===== src/hw/rtl/rdt_pkg.sv =====
// Shared constants, codes and types for the rotation direction tracker.
`timescale 1ns / 1ps

package rdt_pkg;

  // Field and state widths
  localparam int ANGLE_W  = 17;
  localparam int DELTA_W  = 12;
  localparam int RATE_W   = 9;
  localparam int PERIOD_W = 8;
  localparam int QUAD_W   = 3;
  localparam int CFG_IDX_W = 1;

  // Fixed point scale of the angle, fractional bits per degree
  localparam int ANGLE_FRAC_BITS = 7;

  // Q1.8 weight of one
  localparam logic [RATE_W-1:0] RATE_ONE = RATE_W'(256);

  // Configuration register indexes
  localparam logic [CFG_IDX_W-1:0] CFG_SMOOTHING_RATE = 1'b0;
  localparam logic [CFG_IDX_W-1:0] CFG_UPDATE_PERIOD  = 1'b1;

  // Register reset values
  localparam logic [RATE_W-1:0]   RATE_RESET   = RATE_W'(128);
  localparam logic [PERIOD_W-1:0] PERIOD_RESET = PERIOD_W'(15);

  // Quadrant codes
  localparam logic [QUAD_W-1:0] QUAD_ORIGIN = 3'd0;
  localparam logic [QUAD_W-1:0] QUAD_ONE    = 3'd1;
  localparam logic [QUAD_W-1:0] QUAD_TWO    = 3'd2;
  localparam logic [QUAD_W-1:0] QUAD_THREE  = 3'd3;
  localparam logic [QUAD_W-1:0] QUAD_FOUR   = 3'd4;

  // Spin direction codes
  typedef enum logic [1:0] {
    SPIN_NONE = 2'd0,
    SPIN_CW   = 2'd1,
    SPIN_CCW  = 2'd2
  } spin_t;

  // Status handed from the tracker to the result register
  typedef struct packed {
    spin_t spin;
    logic  updated;
  } track_status_t;

endpackage


===== src/hw/rtl/rotation_direction_tracker_core.sv =====
// Top level of the rotation direction tracker: ports, registers and result stage.
`timescale 1ns / 1ps

// The tracker takes one target angle per cycle and returns one result per
// angle: its quadrant, the spin direction after this item and a flag for items
// that re-evaluated the direction. A transaction is held in an input register,
// processed against the tracker state and placed in a result register, so a
// result passes the input register and then the result register, and the
// sustained rate of one item per cycle holds while out_ready is high.
// A result that waits on out_ready holds back processing of the next angle, and
// once the input register is full as well the input stalls. Write the
// smoothing rate and update period only while no transaction is in flight.
module rotation_direction_tracker_core
  import rdt_pkg::*;
(
  input  logic                      clk,
  input  logic                      rst,
  input  logic                      in_valid,
  output logic                      in_ready,
  input  logic signed [ANGLE_W-1:0] target_angle,
  output logic                      out_valid,
  input  logic                      out_ready,
  output logic [QUAD_W-1:0]         quadrant,
  output logic [1:0]                spin_direction,
  output logic                      direction_updated,
  input  logic                      cfg_write,
  input  logic [CFG_IDX_W-1:0]      cfg_index,
  input  logic [RATE_W-1:0]         cfg_data
);

  logic [RATE_W-1:0]         smoothing_rate;
  logic [PERIOD_W-1:0]       update_period;
  logic                      in_full;
  logic signed [ANGLE_W-1:0] in_angle;
  logic                      fire;
  logic [QUAD_W-1:0]         quadrant_next;
  track_status_t             status;

  // Configuration registers
  always_ff @(posedge clk) begin
    if (rst) begin
      smoothing_rate <= RATE_RESET;
      update_period  <= PERIOD_RESET;
    end else if (cfg_write) begin
      unique case (cfg_index)
        CFG_SMOOTHING_RATE: smoothing_rate <= cfg_data;
        CFG_UPDATE_PERIOD:  update_period  <= cfg_data[PERIOD_W-1:0];
        default: ;
      endcase
    end
  end

  // Process the held transaction when the result stage can take it
  assign fire     = in_full && (!out_valid || out_ready);
  assign in_ready = !in_full || fire;

  // Input register
  always_ff @(posedge clk) begin
    if (rst) begin
      in_full <= 1'b0;
    end else if (in_ready) begin
      in_full <= in_valid;
    end
  end

  always_ff @(posedge clk) begin
    if (in_valid && in_ready) begin
      in_angle <= target_angle;
    end
  end

  rdt_classify u_classify (
    .angle    (in_angle),
    .quadrant (quadrant_next)
  );

  rdt_tracker u_tracker (
    .clk            (clk),
    .rst            (rst),
    .step           (fire),
    .angle          (in_angle),
    .smoothing_rate (smoothing_rate),
    .update_period  (update_period),
    .status         (status)
  );

  // Result register
  always_ff @(posedge clk) begin
    if (rst) begin
      out_valid <= 1'b0;
    end else if (fire) begin
      out_valid <= 1'b1;
    end else if (out_ready) begin
      out_valid <= 1'b0;
    end
  end

  always_ff @(posedge clk) begin
    if (fire) begin
      quadrant          <= quadrant_next;
      spin_direction    <= status.spin;
      direction_updated <= status.updated;
    end
  end

endmodule


===== src/hw/rtl/rdt_classify.sv =====
// Quadrant classification of one target angle.
`timescale 1ns / 1ps

module rdt_classify
  import rdt_pkg::*;
(
  input  logic signed [ANGLE_W-1:0] angle,
  output logic [QUAD_W-1:0]         quadrant
);

  // Compare at a width that holds 360 degrees at the largest scale
  localparam int CMP_W = 21;
  localparam logic signed [CMP_W-1:0] DEG_90  = CMP_W'(90  << ANGLE_FRAC_BITS);
  localparam logic signed [CMP_W-1:0] DEG_180 = CMP_W'(180 << ANGLE_FRAC_BITS);
  localparam logic signed [CMP_W-1:0] DEG_270 = CMP_W'(270 << ANGLE_FRAC_BITS);
  localparam logic signed [CMP_W-1:0] DEG_360 = CMP_W'(360 << ANGLE_FRAC_BITS);

  logic signed [CMP_W-1:0] a_ext;

  assign a_ext = CMP_W'(angle);

  // Pick the quadrant by range, origin outside 0..360
  always_comb begin
    priority if (a_ext < 0)        quadrant = QUAD_ORIGIN;
    else if (a_ext < DEG_90)       quadrant = QUAD_TWO;
    else if (a_ext < DEG_180)      quadrant = QUAD_ONE;
    else if (a_ext < DEG_270)      quadrant = QUAD_FOUR;
    else if (a_ext <= DEG_360)     quadrant = QUAD_THREE;
    else                           quadrant = QUAD_ORIGIN;
  end

endmodule


===== src/hw/rtl/rdt_tracker.sv =====
// Frame counter, smoothed angle delta and held spin direction.
`timescale 1ns / 1ps

module rdt_tracker
  import rdt_pkg::*;
(
  input  logic                      clk,
  input  logic                      rst,
  input  logic                      step,
  input  logic signed [ANGLE_W-1:0] angle,
  input  logic [RATE_W-1:0]         smoothing_rate,
  input  logic [PERIOD_W-1:0]       update_period,
  output track_status_t             status
);

  localparam int DIFF_W = ANGLE_W + 1;
  localparam int ERR_W  = DELTA_W + 2;
  localparam int PROD_W = ERR_W + RATE_W + 1;
  localparam int STEP_W = PROD_W - 8;
  localparam int SUM_W  = STEP_W + 1;
  localparam logic signed [DIFF_W-1:0] DIFF_LIMIT = DIFF_W'(10 << ANGLE_FRAC_BITS);
  localparam logic signed [ERR_W-1:0]  SPIN_LIMIT = ERR_W'(2 << ANGLE_FRAC_BITS);
  localparam logic signed [SUM_W-1:0]  DELTA_MAX  = SUM_W'((1 << (DELTA_W - 1)) - 1);
  localparam logic signed [SUM_W-1:0]  DELTA_MIN  = -SUM_W'(1 << (DELTA_W - 1));

  logic [PERIOD_W-1:0]       frame_count;
  logic signed [ANGLE_W-1:0] last_angle;
  logic signed [DELTA_W-1:0] smoothed_delta;
  spin_t                     held_direction;

  logic [PERIOD_W:0]         count;
  logic                      evaluate;
  logic signed [DIFF_W-1:0]  diff;
  logic                      in_window;
  logic [RATE_W-1:0]         rate;
  logic signed [ERR_W-1:0]   err;
  logic signed [PROD_W-1:0]  prod;
  logic signed [STEP_W-1:0]  delta_step;
  logic signed [SUM_W-1:0]   sum;
  logic signed [DELTA_W-1:0] smoothed_delta_next;
  logic signed [ERR_W-1:0]   delta_ext;
  spin_t                     held_direction_next;

  // Count items and decide whether this one re-evaluates
  assign count    = {1'b0, frame_count} + 1'b1;
  assign evaluate = count >= {1'b0, update_period};

  // Angle change since the last evaluated sample and the averaging window
  assign diff      = DIFF_W'(angle) - DIFF_W'(last_angle);
  assign in_window = (diff != '0) && (diff < DIFF_LIMIT) && (diff > -DIFF_LIMIT);

  // Saturate the weight at one
  assign rate = (smoothing_rate > RATE_ONE) ? RATE_ONE : smoothing_rate;

  // Exponential average step, floor of the Q1.8 product
  assign err        = ERR_W'(diff) - ERR_W'(smoothed_delta);
  assign prod       = $signed({1'b0, rate}) * err;
  assign delta_step = prod[PROD_W-1:8];
  assign sum        = SUM_W'(smoothed_delta) + SUM_W'(delta_step);

  // Clamp to the average's range, keep it outside the window
  always_comb begin
    priority if (!in_window)    smoothed_delta_next = smoothed_delta;
    else if (sum > DELTA_MAX)   smoothed_delta_next = DELTA_MAX[DELTA_W-1:0];
    else if (sum < DELTA_MIN)   smoothed_delta_next = DELTA_MIN[DELTA_W-1:0];
    else                        smoothed_delta_next = sum[DELTA_W-1:0];
  end

  // Direction from the updated average
  assign delta_ext = ERR_W'(smoothed_delta_next);
  always_comb begin
    priority if (delta_ext > SPIN_LIMIT)   held_direction_next = SPIN_CW;
    else if (delta_ext < -SPIN_LIMIT)      held_direction_next = SPIN_CCW;
    else                                   held_direction_next = SPIN_NONE;
  end

  // Advance the state on each processed transaction
  always_ff @(posedge clk) begin
    if (rst) begin
      frame_count    <= '0;
      last_angle     <= '0;
      smoothed_delta <= '0;
      held_direction <= SPIN_NONE;
    end else if (step) begin
      if (evaluate) begin
        frame_count    <= '0;
        last_angle     <= angle;
        smoothed_delta <= smoothed_delta_next;
        held_direction <= held_direction_next;
      end else begin
        frame_count <= count[PERIOD_W-1:0];
      end
    end
  end

  assign status.spin    = evaluate ? held_direction_next : held_direction;
  assign status.updated = evaluate;

endmodule

===== config.mk =====
export PLATFORM = sky130hd
export DESIGN_NAME = rotation_direction_tracker_core
export DESIGN_NICKNAME = d
export VERILOG_FILES = /design/src/hw/rtl/rdt_pkg.sv /design/src/hw/rtl/rotation_direction_tracker_core.sv /design/src/hw/rtl/rdt_classify.sv /design/src/hw/rtl/rdt_tracker.sv
export SDC_FILE = /design/constraint.sdc
export NUM_CORES = 1
export LEC_CHECK = 0
export BUFFER_PORTS_ARGS = -buffer_cell sky130_fd_sc_hd__buf_2
export CORE_AREA = 2 2 141 143
export DETAILED_ROUTE_END_ITERATION = 7
export DIE_AREA = 0 0 143 145
export PLACE_DENSITY = 0.79
export SKIP_CTS_REPAIR_TIMING = 1
export SLEW_MARGIN = 20
export SYNTH_ARGS = -nofsm -noshare
export SYNTH_HDL_FRONTEND = slang
export SYNTH_SLANG_ARGS = --single-unit

===== constraint.sdc =====
create_clock -name clk -period 14.4 [get_ports clk]
set_clock_uncertainty 0.05 [all_clocks]
set_input_delay 1.44 -clock clk [delete_from_list [all_inputs] [get_ports clk]]
set_output_delay 1.44 -clock clk [all_outputs]
set_load 0.1 [all_outputs]

# Word-level counts from Yosys, hierarchy flattened

Index checks and enable logic that the tools add are counted.

Flip-flop bits (word level): 81
Latch bits: 0
Memory bits (writable): 0
ROM bits: 0
Memories kept: 0

$add $sub $neg: 4
Multiply operators: 1
Divide/modulo/power cells: 0
Order comparisons: 13
Equal/unequal tests: 0
Shifts and indexed selects: 0
Mux-type cells: 14
Bitwise gates (word level): 1
Reductions and logical operators: 15

Operators by type and width:

| kind                                                                               | number |
|---|---|
| 12-bit two-way mux                                                                 | 3 |
| 10-bit by 14-bit multiplier with 24-bit output                                     | 1 |
| 18-bit by 12-bit greater-than comparator with 1-bit output (second input constant) | 1 |
| 18-bit by 12-bit < comparator with 1-bit output (second input constant)            | 1 |
| 18-bit nonzero test                                                                | 1 |
| 17-bit by 17-bit subtractor with 18-bit output                                     | 1 |
| 12-bit by 16-bit adder with 17-bit output                                          | 1 |
| 17-bit by 12-bit greater-than comparator with 1-bit output (second input constant) | 1 |
| 17-bit <= comparator (second input constant)                                       | 1 |
| 17-bit by 1-bit < comparator with 1-bit output (second input constant)             | 1 |
| 17-bit by 12-bit < comparator with 1-bit output (second input constant)            | 1 |
| 17-bit by 15-bit < comparator with 1-bit output (second input constant)            | 1 |
| 17-bit by 16-bit < comparator with 1-bit output (second input constant)            | 1 |
| 17-bit < comparator (second input constant)                                        | 1 |
| 14-bit by 12-bit subtractor with 14-bit output                                     | 1 |
| 12-bit by 10-bit greater-than comparator with 1-bit output (second input constant) | 1 |
| 12-bit by 9-bit < comparator with 1-bit output (second input constant)             | 1 |
| 2-bit two-way mux                                                                  | 6 |
| 8-bit by 1-bit adder with 9-bit output (second input constant)                     | 1 |
| 9-bit by 8-bit >= comparator with 1-bit output                                     | 1 |
| 9-bit greater-than comparator (second input constant)                              | 1 |
| 9-bit two-way mux                                                                  | 1 |
| 8-bit two-way mux                                                                  | 1 |
| 2-bit AND reduction                                                                | 3 |
| 9 further kinds                                                                    | 15 |

# Logic depth before layout (Yosys ltp)

Depth in word-level cells: 12
Mapped depth: 48

# Modules after synthesis

From an unflattened synthesis, not the netlist that was laid out.

Cell total of the unflattened synthesis: 1279
Area, all modules: 10911.7 sq um

By module, submodules not included:

| module                          | instances | cells each | area each (sq um) | seq. area each (sq um) |
|---|---|---|---|---|
| rdt_tracker                     | 1         | 1153       | 9261.4            | 780.7 |
| rotation_direction_tracker_core | 1         | 102        | 1490.2            | 1071.0 |
| rdt_classify                    | 1         | 24         | 160.2             | 0.0 |

# Worst setup path after synthesis

OpenSTA, ideal clock, no wires.

Path kind: flip-flop to flip-flop
From: register in_angle[0]
To: register spin_direction[0] (data pin)
Setup time: 0.267 ns
Arrival time: 10.025 ns
Slack: 4.057 ns
Stages on the path, launching flop included: 45
Clock period less this slack: 10.343 ns
Cells stage by stage: edfxtp_1 inv_1 ha_1 fa_1 inv_1 fa_1 a21o_1 a21oi_1 o21bai_1 a21oi_1 o21bai_1 a21oi_1 nor2b_1 o21ai_0 nor2b_1 xnor2_1 nand2_1 fa_1 [9 not listed] o21ai_0 a31oi_1 a211oi_1 nor2b_1 o21ai_0 nand2b_1 xor2_1 ha_1 buf_1 or3_1 a211oi_1 a211oi_1 o41ai_2 buf_4 o21ai_2 mux2_4 a221oi_2 o31ai_1

RTL lines:

| element                | RTL line                               | source |
|---|---|---|
| start, declared        | rotation_direction_tracker_core.sv:34  | `logic signed [ANGLE_W-1:0] in_angle;` |
| start signal, assigned | rotation_direction_tracker_core.sv:68  | `in_angle <= target_angle;` |
| end signal, assigned   | rotation_direction_tracker_core.sv:101 | `spin_direction <= status.spin;` |
| end, declared          | rotation_direction_tracker_core.sv:24  | `output logic [1:0] spin_direction,` |

# Worst setup path in the final report

From: register in_angle[0]
To: register u_tracker.held_direction[1]

Longest elaborated chain between the ends: 12
Elaborated cells between the ends (all ways): 19
Those cells by class: add/sub: 3; mul: 1; order compare: 6; mux: 6; reduce/logical: 3

Ends and longest elaborated chain:

| element                                            | RTL line          | source |
|---|---|---|
| 17-bit by 17-bit subtractor with 18-bit output (*) | rdt_tracker.sv:49 | `assign diff = DIFF_W'(angle) - DIFF_W'(last_angle);` |
| 14-bit by 12-bit subtractor with 14-bit output     | rdt_tracker.sv:56 | `assign err = ERR_W'(diff) - ERR_W'(smoothed_delta);` |
| 10-bit by 14-bit multiplier with 24-bit output     | rdt_tracker.sv:57 | `assign prod = $signed({1'b0, rate}) * err;` |
| 12-bit by 16-bit adder with 17-bit output          | rdt_tracker.sv:59 | `assign sum = SUM_W'(smoothed_delta) + SUM_W'(delta_step);` |
| 17-bit by 12-bit < comparator with 1-bit output    | rdt_tracker.sv:65 | `else if (sum < DELTA_MIN) smoothed_delta_next = DELTA_MIN[DELTA_W-1:0];` |
| 12-bit two-way mux                                 | rdt_tracker.sv:65 |  |
| 12-bit two-way mux                                 | rdt_tracker.sv:64 | `else if (sum > DELTA_MAX) smoothed_delta_next = DELTA_MAX[DELTA_W-1:0];` |
| 12-bit two-way mux (*)                             | rdt_tracker.sv:63 | `priority if (!in_window) smoothed_delta_next = smoothed_delta;` |
| 12-bit by 9-bit < comparator with 1-bit output     | rdt_tracker.sv:73 | `else if (delta_ext < -SPIN_LIMIT) held_direction_next = SPIN_CCW;` |
| 2-bit two-way mux                                  | rdt_tracker.sv:73 |  |
| 2-bit two-way mux (*)                              | rdt_tracker.sv:72 | `priority if (delta_ext > SPIN_LIMIT) held_direction_next = SPIN_CW;` |
| 2-bit two-way mux (*)                              | -                 |  |
| end signal, assigned                               | rdt_tracker.sv:89 | `held_direction <= held_direction_next;` |
| end, declared                                      | rdt_tracker.sv:29 | `spin_t held_direction;` |

Mark *: on every way between the ends. The rest lies on a longest branch, timed or not.
A chain may end at the register's enable or synchronous reset.

==> metrics.cfg <==
[timing]
max_slew.worst_pin.slew_ns=0.938
grt_setup_unrepaired=no
setup_viol=0
min_period_over_period=0.816
timing.final.hold_violations=0
fmax_ghz=0.0851
final.setup.tns_ns=0
drv_slew=0
fin_crit_ns=11.75
max_slew_margin=0.373
setup_ws_ns=2.65

[clocking]
cts_sinks=81
tritoncts=yes
clk_latency_ns=0.35
htree_num_levels=3
clk_pin_slew_ns=0.07
cts_buffers=9
cts-root-buf=clkbuf_16
clk_path_buf_depth=2

[power_and_ir_drop]
p_sw_frac=0.486
seqPwrFrac=0.161
clockPowerShare=0.143
p_int_uw=794
power_leakage_nw=5.18
p_per_area_nw_per_um2=139
p_comb_frac=0.696
p_sw_uw=750
vdd_drop_max_v=0.000134

[route]
routed_via_density=5.51
drc_errors=0
drt_iter0_drc=606
drt_wl_total_mm=22.5
drt_first_pass_iters=6
antenna_left=0
num_vias=8397
wl_per_cell_um=14.7

[place]
numPortBuffers=39
post-place-ws_ns=2.74
gp_congestion=0.927
hpwl_mm=18.6

[finish]
drive_gt1_frac=0.0635
final_nets=1505
multi_input_area_sq_um=7660
antenna_cells=0
area_growth_syn_to_layout_pct=6.82
fillCellCount=1702
utilization=0.576
register_area_sq_um=1850

[floorplan]
core-area_sq_um=19200
die_area_sq_um=20700
die_w_um=143
start_util=0.540
num_rows=51
die_h_um=145
io_pins=40

[global_routing]
grt_pass1_vias=8470
antenna_found_initial=0
grt_max_degree=60
grt_pass1_wl_mm=39.3
grt_use_total=0.230
grt_overflow=0

[worst_setup_path]
crit_required_ns=14.59
r2r_end=u_tracker.held_direction[1]
ff2ff_path_depth=43
crit_type=reg2reg
rr_startpoint=in_angle[0]
slowest_stage=o41ai_2
slowest_delay_ns=0.81
endpoint_kind=flip-flop
reg2reg_setup_slack_ns=2.65
cp_num_buf_inv=5
path_delay_family=adder cells
critPathLaunchType=flip-flop
cp_common_cell=fa_1
critPathMaxFanout=11
arrival_ns=11.94

[logic_synthesis]
yosys.area.top_type=fa_1
synth.top_cell.area_share=0.212
ys_seq_area_frac=0.179
yosysMostFrequentCell=inv_1
netlist_area_sq_um=10400
ys_warn_count=0
async_reset_ff_frac=0
synth_simple_gate_area_frac=0.181
synth_top_family_by_area=adder cells
synth_xor_area_frac=0.0583
synth_seq_cells=81
ys_types=75
synth.area.mux_share=0.00857
ys.flop_type=dfxtp_1
synth_area_leaders=fa_1 (21%), ha_1 (13%), dfxtp_1 (11%)
synth_compound_area_frac=0.149
syn-num-nets=1483
synth_cells=1233
synth_common_cells=inv_1 (192), nand2_1 (154), fa_1 (110), ha_1 (108), nor2_1 (97)
synth_edf_count=23
synthAdderAreaFrac=0.343
synth_area_per_cell_sq_um=8.41

[hold_path]
hold-path-cell-count=2
whs_endpoint=u_tracker.last_angle[14]
hold_class=reg2reg
hp-start=u_tracker.last_angle[14]

[flow_run]
maxCapViolCount=0

[status]
outcome=finished clean

[power by group through the flow]
stage | sequential, mW | clock, mW | combinational [mW]
after CTS | 0.248 | 0.223 | 1.07
final | 0.249 | 0.221 | 1.07
after floorplan | 0.258 | 0 | 0.851
after global placement | 0.253 | 0 | 1.04
after global routing | 0.249 | 0.233 | 1.23
after detailed placement | 0.253 | 0 | 1.06
[worst reg2reg max path: cells and delay by family (launching register included)]
| kind | cells | cell delay (ns) |
|---|---|---|
| adders and majority gates | 10 | 4.39 |
| AOI/OAI and AO/OA | 17 | 4.13 |
| and+or+nand+nor | 8 | 1.29 |
| xor gates and xnor gates | 2 | 0.80 |
| DFF | 1 | 0.38 |
| muxes | 1 | 0.33 |
| buffers and inverters | 5 | 0.28 |
[worst max path at each step]
| stage | to | cells past startpoint | startpoint |
|---|---|---|---|
| floorplan | spin_direction[0] | 44 | in_angle[0] |
| global placement | u_tracker.held_direction[1] | 42 | in_angle[0] |
| detailed placement | spin_direction[0] | 42 | in_angle[0] |
| CTS | spin_direction[0] | 43 | in_angle[0] |
| global route | u_tracker.held_direction[1] | 43 | in_angle[0] |
| finish | u_tracker.held_direction[1] | 43 | in_angle[0] |
[layout by cell type, fill, tap and decap left out, drive strengths merged, types with 16 or more instances in the layout]
cell      n
inv     197
nand2   154
fa      110
ha      108
nor2     98
a21oi    83
dfxtp    58
buf      41
xnor2    38
o21ai    34
xor2     31
nor2b    23
edfxtp   23
and3     19
a21o     19
a211oi   16
nand3    16
nor3     16
[logic make-up (layout without fill, tap and decap cells)]
family          after synthesis  in the layout
fa+ha+maj                   218            218
compound gates              233            233
simple gates                400            400
flops                        81             81
mux                           8              8
buf+inv                     224            251
xor+xnor                     69             69
[cell type report]
type	instances	share of cell area
inverter	194	0.0658
sequential	81	0.167
multi-input combinational	928	0.692
clock buffer	9	0.0203
timing repair buffer	41	0.0192
tap	265	0.0299
clock inverter	7	0.00531
[layer usage]
metal,wire [um],track usage,part of all wire,vias to the layer above
met5,0,0,0,-
met4,557,0.0772,0.025,0
met3,1120,0.0294,0.050,44
met2,10700,0.375,0.48,210
met1,10100,0.316,0.45,4010
li1,-,-,-,4133
[state kept, by name, indices dropped and copies added, names as in the netlist]
signal / flops
u_tracker.held_direction: 2
u_tracker.smoothed_delta: 12
quadrant: 3
in_full: 1
in_angle: 17
smoothing_rate: 9
u_tracker.frame_count: 8
u_tracker.last_angle: 17
out_valid: 1
spin_direction: 2
update_period: 8
direction_updated: 1
[through the flow]
stage | total power, mW | cells | cell area, sq um | hold slack [ns]
2_1_floorplan | 1.11 | 1233 | 10400 | 0.382
3_3_place_gp | 1.29 | 1509 | 10800 | 0.392
3_5_place_dp | 1.31 | 1509 | 10800 | 0.398
4_1_cts | 1.54 | 1525 | 11100 | 0.406
5_1_grt | 1.71 | 1525 | 11100 | 0.424
6_report | 1.54 | 1525 | 11100 | 0.403
Power figures use the tool's default switching activity.
